**src/sv/ucd_pkg.sv**
```systemverilog
package ucd_pkg;

   localparam logic [7:0] CH_PCT   = 8'h25;
   localparam logic [7:0] CH_PLUS  = 8'h2b;
   localparam logic [7:0] CH_SPACE = 8'h20;

   localparam int unsigned GroupMax = 3;

   typedef logic [1:0] grp_cnt_type;

   typedef struct packed {
      grp_cnt_type           cnt;
      logic [2:0][7:0]       bytes;
      logic                  last;
   } ucd_group_type;

   function automatic logic is_hex(input logic [7:0] c);
      logic r;
      r = (c >= 8'd48 && c <= 8'd57) || (c >= 8'd97 && c <= 8'd102)
          || (c >= 8'd65 && c <= 8'd70);
      return r;
   endfunction

   function automatic logic [3:0] hex_val(input logic [7:0] c);
      logic [3:0] r;
      if (c <= 8'd57) begin
         r = c[3:0];
      end else begin
         r = c[3:0] + 4'd9;
      end
      return r;
   endfunction

   function automatic logic is_safe(input logic [7:0] v);
      logic r;
      r = (v >= 8'd48 && v <= 8'd57) || (v >= 8'd97 && v <= 8'd122)
          || (v >= 8'd65 && v <= 8'd90) || v == 8'h21 || v == 8'h24
          || (v >= 8'h26 && v <= 8'h2f) || v == 8'h3A || v == 8'h3B
          || v == 8'h3D || v == 8'h3f || v == 8'h40 || v == 8'h5f;
      return r;
   endfunction

endpackage

```
**src/sv/ucd_decode.sv**
```systemverilog
module ucd_decode (
   input  logic                   clock,
   input  logic                   reset,
   input  logic                   step,
   input  logic [7:0]             in_byte,
   input  logic                   in_last,
   output ucd_pkg::ucd_group_type grp
);
   import ucd_pkg::*;

   localparam logic [1:0] LVL_IDLE  = 2'd0;
   localparam logic [1:0] LVL_PCT   = 2'd1;
   localparam logic [1:0] LVL_DIGIT = 2'd2;

   logic [1:0] lvl_ff;
   logic [1:0] lvl_in;
   logic [7:0] held_ff;
   logic [7:0] held_in;

   always_comb begin
      logic [1:0]      cnt;
      logic [1:0]      nlvl;
      logic [7:0]      nheld;
      logic [2:0][7:0] bytes;
      logic            f_pct;
      logic [7:0]      f_byte;
      logic            b_hex;
      logic [7:0]      val;

      cnt    = 2'd0;
      nlvl   = LVL_IDLE;
      nheld  = held_ff;
      bytes  = '0;
      f_pct  = (in_byte == CH_PCT);
      f_byte = (in_byte == CH_PLUS) ? CH_SPACE : in_byte;
      b_hex  = is_hex(in_byte);
      val    = {hex_val(held_ff), hex_val(in_byte)};

      unique case (lvl_ff)
         LVL_PCT: begin
            if (b_hex) begin
               nlvl  = LVL_DIGIT;
               nheld = in_byte;
            end else begin
               bytes[0] = CH_PCT;
               if (f_pct) begin
                  nlvl = LVL_PCT;
                  cnt  = 2'd1;
               end else begin
                  bytes[1] = f_byte;
                  cnt      = 2'd2;
               end
            end
         end
         LVL_DIGIT: begin
            nheld = 8'd0;
            if (b_hex) begin
               if (!is_safe(val)) begin
                  bytes[0] = val;
                  cnt      = 2'd1;
               end else begin
                  bytes[0] = CH_PCT;
                  bytes[1] = held_ff;
                  bytes[2] = in_byte;
                  cnt      = 2'd3;
               end
            end else begin
               bytes[0] = CH_PCT;
               bytes[1] = held_ff;
               if (f_pct) begin
                  nlvl = LVL_PCT;
                  cnt  = 2'd2;
               end else begin
                  bytes[2] = f_byte;
                  cnt      = 2'd3;
               end
            end
         end
         default: begin
            if (f_pct) begin
               nlvl = LVL_PCT;
            end else begin
               bytes[0] = f_byte;
               cnt      = 2'd1;
            end
         end
      endcase

      if (in_last) begin
         if (nlvl == LVL_PCT) begin
            case (cnt)
               2'd0:    bytes[0] = CH_PCT;
               2'd1:    bytes[1] = CH_PCT;
               default: bytes[2] = CH_PCT;
            endcase
            cnt = cnt + 2'd1;
         end else if (nlvl == LVL_DIGIT) begin
            bytes[0] = CH_PCT;
            bytes[1] = nheld;
            cnt      = 2'd2;
         end
         nlvl  = LVL_IDLE;
         nheld = 8'd0;
      end

      grp.cnt   = cnt;
      grp.bytes = bytes;
      grp.last  = in_last;
      lvl_in    = nlvl;
      held_in   = nheld;
   end

   always_ff @(posedge clock) begin
      if (reset) begin
         lvl_ff  <= LVL_IDLE;
         held_ff <= 8'd0;
      end else if (step) begin
         lvl_ff  <= lvl_in;
         held_ff <= held_in;
      end
   end

`ifndef SYNTHESIS
   a_last_clears: assert property (@(posedge clock) disable iff (reset)
      step && in_last |=> lvl_ff == LVL_IDLE)
      else $error("pending level not cleared after end of text");
   a_last_emits: assert property (@(posedge clock) disable iff (reset)
      step && in_last |-> grp.cnt != 2'd0)
      else $error("end of text produced no result");
   a_digit_from_pct: assert property (@(posedge clock) disable iff (reset)
      $past(step) && lvl_ff == LVL_DIGIT |-> $past(lvl_ff) == LVL_PCT)
      else $error("held digit without a preceding percent sign");
`endif

endmodule

```
**src/sv/ucd_emit.sv**
```systemverilog
module ucd_emit (
   input  logic                   clock,
   input  logic                   reset,
   input  logic                   load,
   input  ucd_pkg::ucd_group_type grp,
   output logic                   free,
   output logic                   rsp_valid,
   input  logic                   rsp_stall,
   output logic [7:0]             rsp_out_byte,
   output logic                   rsp_out_last
);
   import ucd_pkg::*;

   grp_cnt_type     cnt_ff;
   grp_cnt_type     cnt_in;
   logic [2:0][7:0] byte_ff;
   logic [2:0][7:0] byte_in;
   logic [2:0]      lastv_ff;
   logic [2:0]      lastv_in;
   logic            take;

   assign rsp_valid    = (cnt_ff != 2'd0);
   assign rsp_out_byte = byte_ff[0];
   assign rsp_out_last = lastv_ff[0];
   assign take         = rsp_valid && !rsp_stall;
   assign free         = (cnt_ff == 2'd0) || (cnt_ff == 2'd1 && !rsp_stall);

   always_comb begin
      cnt_in   = cnt_ff;
      byte_in  = byte_ff;
      lastv_in = lastv_ff;
      if (load) begin
         cnt_in  = grp.cnt;
         byte_in = grp.bytes;
         for (int i = 0; i < GroupMax; i++) begin
            lastv_in[i] = grp.last && (grp.cnt == grp_cnt_type'(i + 1));
         end
      end else if (take) begin
         cnt_in   = cnt_ff - 2'd1;
         byte_in  = {8'd0, byte_ff[2], byte_ff[1]};
         lastv_in = {1'b0, lastv_ff[2], lastv_ff[1]};
      end
   end

   always_ff @(posedge clock) begin
      if (reset) begin
         cnt_ff <= 2'd0;
      end else begin
         cnt_ff <= cnt_in;
      end
      byte_ff  <= byte_in;
      lastv_ff <= lastv_in;
   end

`ifndef SYNTHESIS
   a_load_when_free: assert property (@(posedge clock) disable iff (reset)
      load |-> free)
      else $error("group loaded while results were still pending");
   a_last_is_final: assert property (@(posedge clock) disable iff (reset)
      rsp_valid && rsp_out_last |-> cnt_ff == 2'd1)
      else $error("last flag on a beat that is not the final one");
`endif

endmodule

```
**src/sv/url_percent_decoder_core.sv**
```systemverilog
// The input beat is first registered in the input stage and then loaded, once the result
// register is free, into the result register that offers the first result beat.
// Throughput: one input beat per cycle while each beat yields at most one result and
// the output does not stall. A beat that yields two or three results holds the input
// while the result register drains the group down to its last result beat.
// Reset is synchronous and active high; it clears the valid flags and the pending state.
module url_percent_decoder_core (
   input  logic       clock,
   input  logic       reset,
   input  logic       req_valid,
   output logic       req_stall,
   input  logic [7:0] req_in_byte,
   input  logic       req_in_last,
   output logic       rsp_valid,
   input  logic       rsp_stall,
   output logic [7:0] rsp_out_byte,
   output logic       rsp_out_last
);
   import ucd_pkg::*;

   logic          a_valid_ff;
   logic          a_valid_in;
   logic [7:0]    a_byte_ff;
   logic          a_last_ff;
   logic          free;
   logic          a_move;
   ucd_group_type grp;

   assign a_move     = a_valid_ff && free;
   assign req_stall  = a_valid_ff && !free;
   assign a_valid_in = req_stall ? 1'b1 : req_valid;

   always_ff @(posedge clock) begin
      if (reset) begin
         a_valid_ff <= 1'b0;
      end else begin
         a_valid_ff <= a_valid_in;
      end
      if (req_valid && !req_stall) begin
         a_byte_ff <= req_in_byte;
         a_last_ff <= req_in_last;
      end
   end

   ucd_decode u_decode (
      .clock   (clock),
      .reset   (reset),
      .step    (a_move),
      .in_byte (a_byte_ff),
      .in_last (a_last_ff),
      .grp     (grp)
   );

   ucd_emit u_emit (
      .clock        (clock),
      .reset        (reset),
      .load         (a_move),
      .grp          (grp),
      .free         (free),
      .rsp_valid    (rsp_valid),
      .rsp_stall    (rsp_stall),
      .rsp_out_byte (rsp_out_byte),
      .rsp_out_last (rsp_out_last)
   );

endmodule
```
**config.mk**
```make
export PLATFORM = sky130hd
export DESIGN_NAME = url_percent_decoder_core
export DESIGN_NICKNAME = d
export VERILOG_FILES = /design/src/sv/ucd_pkg.sv /design/src/sv/ucd_decode.sv /design/src/sv/ucd_emit.sv /design/src/sv/url_percent_decoder_core.sv
export SDC_FILE = /design/constraint.sdc
export NUM_CORES = 1
export LEC_CHECK = 0
export ABC_AREA = 1
export BUFFER_PORTS_ARGS = -buffer_cell sky130_fd_sc_hd__buf_2
export CAP_MARGIN = 20
export CORE_MARGIN = 3
export CORE_UTILIZATION = 65
export CTS_BUF_LIST = sky130_fd_sc_hd__clkbuf_4
export DETAILED_ROUTE_END_ITERATION = 16
export PLACE_DENSITY_LB_ADDON = 0.1
export SLEW_MARGIN = 5
export SYNTH_ARGS = -nofsm -noshare
export SYNTH_HDL_FRONTEND = slang
export SYNTH_SLANG_ARGS = --single-unit
```
**constraint.sdc**
```tcl
create_clock -name clock -period 7.5 [get_ports clock]
set_clock_uncertainty 0.1 [all_clocks]
set_input_delay 1.5 -clock clock [delete_from_list [all_inputs] [get_ports clock]]
set_output_delay 1.5 -clock clock [all_outputs]
set_load 0.1 [all_outputs]
```
==> metrics, run 1 <==
CP max-delay cell buf_2; Skew-Pair Late Insertion Delay 390 ps; Buf+Inv Stages, Crit Path 2; gr usage total 26.5%; CP delay by family, top buffers and inverters; outcome complete, no violations; hold path startpoint u_decode.held_ff[5]$_SDFFE_PP0P_; pwr dens 249 nW/um^2; die width 76.1 um; cts hold-fix bufs 0; sequential power share 45.3%; net switching power 0.000378 W; first-pass GRT wire length 12300 um; post-synthesis cell type count 36; wire per inst 15.6 um; FP Rows 24; Max VDD drop 0.296 mV; leakage 1.38 nW; Worst Path Max Fanout 3; CTS sink count 49; worst min path class reg -> reg; DR pass1 iterations 5; most used cell, CP buf_2; CTS tree yes; largest stage delay on the critical path 440 ps; Final Max Slew Viols 0; min cycle time layout 3900 ps; WP data arrival 2300 ps; reg2reg path depth 21; final core occ 74.6%; share of layout cells above drive strength 1 15.4%; Fillers 372; cts bufs inserted 5; worst path cell trace buf_2 > o21ai_0 > nor2_1 > buf_2; DRT iter0 DRCs 358; Fin. Hold Viols 0; die height 76.1 um; clock network power share 15.9%; reg2reg setup slack 3830 ps; routability cong. 0.961; Combinational Power Share 38.8%; Vias/cell 5.88; Setup crit start kind input port; RSZ-0062 raised after global routing false; post-CTS setup buffer count 0; Slew @ Worst Pin 863 ps; Final #Nets 440; Core ar. 4530 um^2; Worst slew margin 42.0%; initial antenna violation count 0; Post-CTS Resized 0; sw frac 44.9%; Synth-to-Final Area Change 5.96%; max cap viols 0; Post-DP HPWL 5600 um; diodes inserted 0; H-tree level count 2; Setup TNS 0 ps; Tcrit/Tclk final 52.0%; P_int 0.000464 W; initial core utilization 70.4%; post-synthesis register bit count 49; Setup Crit Path Kind in -> out; Ports 24; critical path data required time 5900 ps; Post-DRT Antenna Nets 0; Setup crit end kind output pin; largest net degree at the start of global routing 32; die area 5790 um^2; r2r endpoint u_emit.byte_ff[20]$_SDFFCE_PN0P_; CTS Root Cell clkbuf_4; Hold Path Cell Cnt 2; syn_area_per_cell 8.02 um^2; GRT overflow 0; fmax 256 MHz; warnings from Yosys 0; DRC viols 0; vias in the first global route 2517; synthesized area 3190 um^2; DR vias 2820; Reg2Reg Launch Point a_byte_ff[0]$_DFFE_PP_; Clock Tree Buf Depth 2; syn_nets 424; clock slew at reported path FFs 150 ps; total routed wirelength 7500 um; Worst Hold End u_decode.held_ff[5]$_SDFFE_PP0P_; Cells after Synth 398; register area share after synthesis 42.0%; PortBufs 23; final setup vio count 0
==> cell usage after synthesis, drive strengths merged <==
| cell type | count | area [um^2] |
|---|---|---|
| nand2 | 101 | 422 |
| inv | 54 | 203 |
| edfxtp | 36 | 1080 |
| o21ai | 34 | 170 |
| nor2 | 31 | 136 |
| nand3 | 29 | 215 |
| a21oi | 27 | 135 |
| dfxtp | 13 | 260 |
| ha | 13 | 163 |
| o22ai | 11 | 68.8 |
| buf | 10 | 70.1 |
| clkbuf | 7 | 26.3 |
| nor3 | 6 | 35.0 |
| nand4 | 5 | 31.3 |
| o211ai | 4 | 30.0 |
| nor4 | 3 | 33.8 |
| xor2 | 3 | 26.3 |
| a22oi | 2 | 15.0 |
| o21a | 2 | 15.0 |
| o31ai | 2 | 15.0 |
| a22o | 1 | 8.76 |
| a31oi | 1 | 6.26 |
| a32oi | 1 | 8.76 |
| o21bai | 1 | 7.51 |
| xnor2 | 1 | 8.76 |
==> per-layer routing <==
metal	share of wire, %	vias to the layer above	global-route usage [%]
li1	-	1368	-
met1	44	1281	36.5
met2	45	152	41.3
met3	8.6	19	5.79
met4	2.6	0	9.24
met5	0	-	0
==> worst max path at each step <==
stage,from,end,depth (start not counted),slack [ps]
6_report,rsp_stall,req_stall,4,3600
5_1_grt,a_byte_ff[0]$_DFFE_PP_,u_emit.byte_ff[22]$_SDFFCE_PN0P_,21,3490
4_1_cts,rsp_stall,req_stall,4,3590
3_5_place_dp,rsp_stall,req_stall,4,3600
3_3_place_gp,rsp_stall,req_stall,4,3620
2_1_floorplan,rsp_stall,req_stall,2,2940
==> logic make-up after synthesis <==
| logic type | after synthesis | synth area share (%) |
|---|---|---|
| compound gates | 86 | 15.1 |
| xor+xnor | 4 | 1.10 |
| fa+ha+maj | 13 | 5.10 |
| simple gates | 175 | 27.4 |
| flops | 49 | 42.0 |
| buf+inv | 71 | 9.37 |
==> flip-flops by register name (all words and copies together), names as in the netlist <==
| name | flops |
|---|---|
| u_decode.lvl_ff | 2 |
| a_valid_ff | 1 |
| u_emit.byte_ff | 16 |
| a_byte_ff | 8 |
| u_emit.cnt_ff | 2 |
| u_emit.rsp_out_byte | 8 |
| u_emit.lastv_ff | 3 |
| a_last_ff | 1 |
| u_decode.held_ff | 8 |
==> metrics by stage <==
| stage | total power [W] | hold slack (ps) | cell area (um^2) | setup WS [ps] | std cells |
|---|---|---|---|---|---|
| floorplan | 0.000667 | 345 | 3190 | 2940 | 398 |
| global placement | 0.000702 | 354 | 3320 | 3620 | 472 |
| detailed placement | 0.000711 | 370 | 3320 | 3600 | 472 |
| CTS | 0.000840 | 390 | 3380 | 3590 | 480 |
| global route | 0.000886 | 424 | 3380 | 3490 | 480 |
| finish | 0.000842 | 383 | 3380 | 3600 | 480 |
==> worst min-delay path, cell delays in order (launching register included) <==
cell and delay, ps:
dfxtp_1 340, nand2_1 60, a21oi_1 60
==> power by group through the flow <==
| stage | clock network (W) | registers (W) | logic (W) |
|---|---|---|---|
| floorplan | 0 | 0.000397 | 0.000270 |
| finish | 0.000134 | 0.000382 | 0.000327 |
| global placement | 0 | 0.000386 | 0.000316 |
| CTS | 0.000134 | 0.000382 | 0.000324 |
| global route | 0.000149 | 0.000386 | 0.000350 |
| detailed placement | 0 | 0.000388 | 0.000322 |
==> layout by cell type (no fill, tap or decap) <==
cell type   count
xnor2_1         1
nand3_1        21
nor3_1          5
clkbuf_4        5
nor2_1         27
a22oi_1         2
inv_8           1
nor4_1          2
dfxtp_1        13
o211ai_1        4
a21oi_1        27
nor4_4          1
o21ai_1         8
buf_4           3
buf_2          23
o31ai_1         2
o21bai_1        1
clkinvlp_4      2
nand4_1         5
a22o_1          1
o21ai_0        25
nand3_4         4
nand3_2         4
nor2_2          2
inv_2           6
a31oi_1         1
nand2_4         4
nor3_2          1
xor2_1          3
nand2_2         5
nand2_1        92
a32oi_1         1
o21ai_2         1
ha_1           13
o21a_1          2
inv_1          48
edfxtp_1       36
nor2_4          2
o22ai_1        11
==> final cells by class <==
class | instances | area (um^2) | share of cell area [%]
clock buffer | 5 | 37.5 | 1.11
clock inverter | 3 | 26.3 | 0.777
inverter | 54 | 203 | 5.99
multi-input combinational | 278 | 1560 | 46.0
sequential | 49 | 1340 | 39.7
tap | 65 | 81.3 | 2.40
timing repair buffer | 26 | 138 | 4.07
No activity file was read; power rests on OpenSTA's default activity.
==> inputs of run 2 (changes only) <==
--- a/config.mk
+++ b/config.mk
@@ -5,11 +5,11 @@
 export SDC_FILE = /design/constraint.sdc
 export NUM_CORES = 1
 export LEC_CHECK = 0
-export ABC_AREA = 1
+export ABC_AREA = 0
 export BUFFER_PORTS_ARGS = -buffer_cell sky130_fd_sc_hd__buf_2
 export CAP_MARGIN = 20
 export CORE_MARGIN = 3
-export CORE_UTILIZATION = 65
+export CORE_UTILIZATION = 63
 export CTS_BUF_LIST = sky130_fd_sc_hd__clkbuf_4
 export DETAILED_ROUTE_END_ITERATION = 16
 export PLACE_DENSITY_LB_ADDON = 0.1
==> constraint.sdc (replaced) <==
create_clock -name clock -period 4.03 [get_ports clock]
set_clock_uncertainty 0.1 [all_clocks]
set_input_delay 0.806 -clock clock [delete_from_list [all_inputs] [get_ports clock]]
set_output_delay 0.806 -clock clock [all_outputs]
set_load 0.1 [all_outputs]
==> metrics, run 2 <==
cts hold-fix bufs 0 (unchanged); wire per inst 19.7 um (was 15.6 um); worst min path class reg -> reg (unchanged); leakage 1.35 nW (was 1.38 nW); Fin. Hold Viols 0 (unchanged); die area 6300 um^2 (was 5790 um^2); Ports 24 (unchanged); CP max-delay cell edfxtp_1 (was buf_2); Tcrit/Tclk final 95.7%; gr usage total 30.2% (was 26.5%); first-pass GRT wire length 14600 um (was 12300 um); WP data arrival 3900 ps (was 2300 ps); Cells after Synth 372 (was 398); FF+latch area 1340 um^2 (unchanged); post-synthesis cell type count 68 (was 36); Slew @ Worst Pin 863 ps (about the same); Synth top cells by count nor2_1 (37), edfxtp_1 (36), nand2_1 (27), inv_1 (19), o21ai_0 (18) (was nand2_1 (92), inv_1 (48), edfxtp_1 (36), a21oi_1 (27), nor2_1 (27)); worst path cell trace buf_4 > ha_1 > nor2b_1 > a22oi_2 > o21ai_0 > a311oi_2 > o31ai_4 > o21ai_0 > a21o_1 > ha_1 > a21o_1 > a21oi_1 > buf_4 > a32oi_1 > o21ai_1 (was buf_2 > o21ai_0 > nor2_1 > buf_2); share of layout cells above drive strength 1 19.1% (was 15.4%); Buf+Inv Stages, Crit Path 2 (unchanged); max reg flops 16 (unchanged); pwr dens 376 nW/um^2 (was 249 nW/um^2); ranking of synthesized cells by area edfxtp_1 (32%), dfxtp_1 (7.7%), ha_1 (4.8%) (was edfxtp_1 (34%), nand2_1 (11%), dfxtp_1 (8.2%)); syn_nets 398 (was 424); Skew-Pair Late Insertion Delay 370 ps (was 390 ps); initial antenna violation count 0 (unchanged); Setup Crit Path Kind reg -> reg (was in -> out); synthesized area 3390 um^2 (was 3190 um^2); Clock Tree Buf Depth 2 (unchanged); die height 79.4 um (was 76.1 um); CP delay by family, top compound AO/OA/AOI/OAI gates (was buffers and inverters); Vias/cell 6.68 (was 5.88); PortBufs 23 (unchanged); Synth-to-Final Area Change 6.64% (was 5.96%); Post-synth EDFFs 36 (unchanged); most frequent cells in the layout nor2_1 (37), edfxtp_1 (36), nand2_1 (27), buf_2 (23), inv_1 (19) (was nand2_1 (92), inv_1 (48), edfxtp_1 (36), nor2_1 (27), a21oi_1 (27)); fmax 259 MHz; vias in the first global route 2873 (was 2517); routability cong. 0.957 (was 0.961); CTS sink count 49 (unchanged); Final #Nets 412 (was 440); top-area cell type share of the netlist area 31.9% (was 33.9%); max cap viols 0 (unchanged); Max VDD drop 0.248 mV (was 0.296 mV); DR pass1 iterations 5 (unchanged); outcome complete, no violations (unchanged); die width 79.4 um (was 76.1 um); footprint of the multi-input gates 1820 um^2 (was 1560 um^2); DRC viols 0 (unchanged); largest net degree at the start of global routing 26 (was 32); final setup vio count 0 (unchanged); GRT overflow 0 (unchanged); dominant cell type by area after synthesis edfxtp_1 (unchanged); Worst slew margin 42.5% (was 42.0%); Setup crit start kind register (was input port); cts bufs inserted 5 (unchanged); Hold Slack 387 ps (was 383 ps); RSZ-0062 raised after global routing false (unchanged); largest stage delay on the critical path 450 ps (was 440 ps); top_reg_cell synth edfxtp_1 (unchanged); diodes inserted 0 (unchanged); Async SR Flop Fraction 0% (unchanged); Post-DRT Antenna Nets 0 (unchanged); min cycle time layout 3860 ps; register area share after synthesis 39.6% (was 42.0%); H-tree level count 2 (unchanged); cell with the most instances after synthesis nor2_1 (was nand2_1); CTS Root Cell clkbuf_4 (unchanged); most flop-heavy register u_emit.byte_ff (unchanged); clock slew at reported path FFs 150 ps (about the same); FP Rows 26 (was 24); warnings from Yosys 0 (unchanged); total routed wirelength 8980 um (was 7500 um); DR vias 3054 (was 2820); Post-DP HPWL 6620 um (was 5600 um); CTS tree yes (unchanged); initial core utilization 65.6% (was 70.4%); syn_area_per_cell 9.11 um^2 (was 8.02 um^2); Fillers 421 (was 372); commonest non-fill, non-tap cell in the layout nor2_1 (was nand2_1); Core ar. 5170 um^2 (was 4530 um^2); DRT iter0 DRCs 435 (was 358); total chip power 0.00136 W (was 0.000842 W); critical path data required time 4070 ps (was 5900 ps); post-synthesis register bit count 49 (unchanged); Setup TNS 0 ps (unchanged); Worst Path Max Fanout 9 (was 3); Setup crit end kind register (was output pin); Final Max Slew Viols 0 (unchanged)
==> run 2: cell count changes after synthesis, sizes merged, moves of 6 or more <==
cell	change
a21o	+8
a21oi	-10
a22oi	+9
and3	+6
buf	+8
clkbuf	+7
inv	-35
nand2	-74
nand3	-12
nor2	+9
o21ai	-13
o22ai	-7
==> run 2: layout make-up <==
cell class,instances,share of cell area [%]
multi-input combinational,272,50.3
tap,70,2.42
sequential,49,37.1
timing repair buffer,39,6.51
clock buffer,7,1.45
inverter,19,1.97
clock inverter,1,0.208
==> run 2: logic make-up after synthesis <==
logic type	count (synthesis)	synth area share [%]
flops	49	39.6
compound gates	121	27.5
fa+ha+maj	13	4.80
buf+inv	51	7.31
simple gates	134	19.6
mux	4	1.25
==> run 2: worst paths after layout <==
path / cells past startpoint / end / from / slack, ps
hold reg to reg: 2 / u_decode.held_ff[7]$_SDFFE_PP0P_ / u_decode.held_ff[7]$_SDFFE_PP0P_ / 390
setup / recovery: 15 / u_emit.rsp_out_byte[4]$_DFFE_PP_ / a_byte_ff[0]$_DFFE_PP_ / 170
setup reg to reg: 15 / u_emit.rsp_out_byte[4]$_DFFE_PP_ / a_byte_ff[0]$_DFFE_PP_ / 170
hold / removal: 2 / u_decode.held_ff[7]$_SDFFE_PP0P_ / u_decode.held_ff[7]$_SDFFE_PP0P_ / 390
==> run 2: worst min-delay path: cells and delay by family, from the launching register on <==
family | cells | cell delay [ps]
buffers and inverters | 1 | 80
flip-flops | 1 | 340
AND/OR/NAND/NOR | 1 | 50
==> run 2: where the power goes <==
| part | switching [W] | internal [W] | total (W) | leakage, nW |
|---|---|---|---|---|
| clock network | 0.000162 | 0.0000827 | 0.000245 | 0.0324 |
| logic | 0.000343 | 0.000111 | 0.000454 | 0.860 |
| registers | 0.0000301 | 0.000629 | 0.000659 | 0.454 |
| total | 0.000535 | 0.000823 | 0.00136 | 1.35 |
==> run 2: through the flow <==
step / instance area, um^2 / util [%] / instances / setup WS (ps)
floorplan: 3390 / - / 372 / 121
global placement: 3540 / 68.5 / 449 / 238
detailed placement: 3540 / 68.5 / 449 / 96.4
CTS: 3600 / 69.6 / 457 / 84.2
global route: 3620 / 69.9 / 457 / 11.6
finish: 3620 / 69.9 / 457 / 172
==> run 2: per-layer routing <==
metal	share of wire, %	up-vias	GRT usage [%]
li1	-	1420	-
met1	42	1414	42.1
met2	45	199	46.5
met3	11	21	6.69
met4	2.1	0	9.97
met5	0	-	0
==> run 2: timing repair <==
| item | in CTS | in global routing |
|---|---|---|
| endpoints found under the setup margin | 0 | 12 |
| resized for setup | 0 | 6 |
| buffers inserted | 0 | 0 |
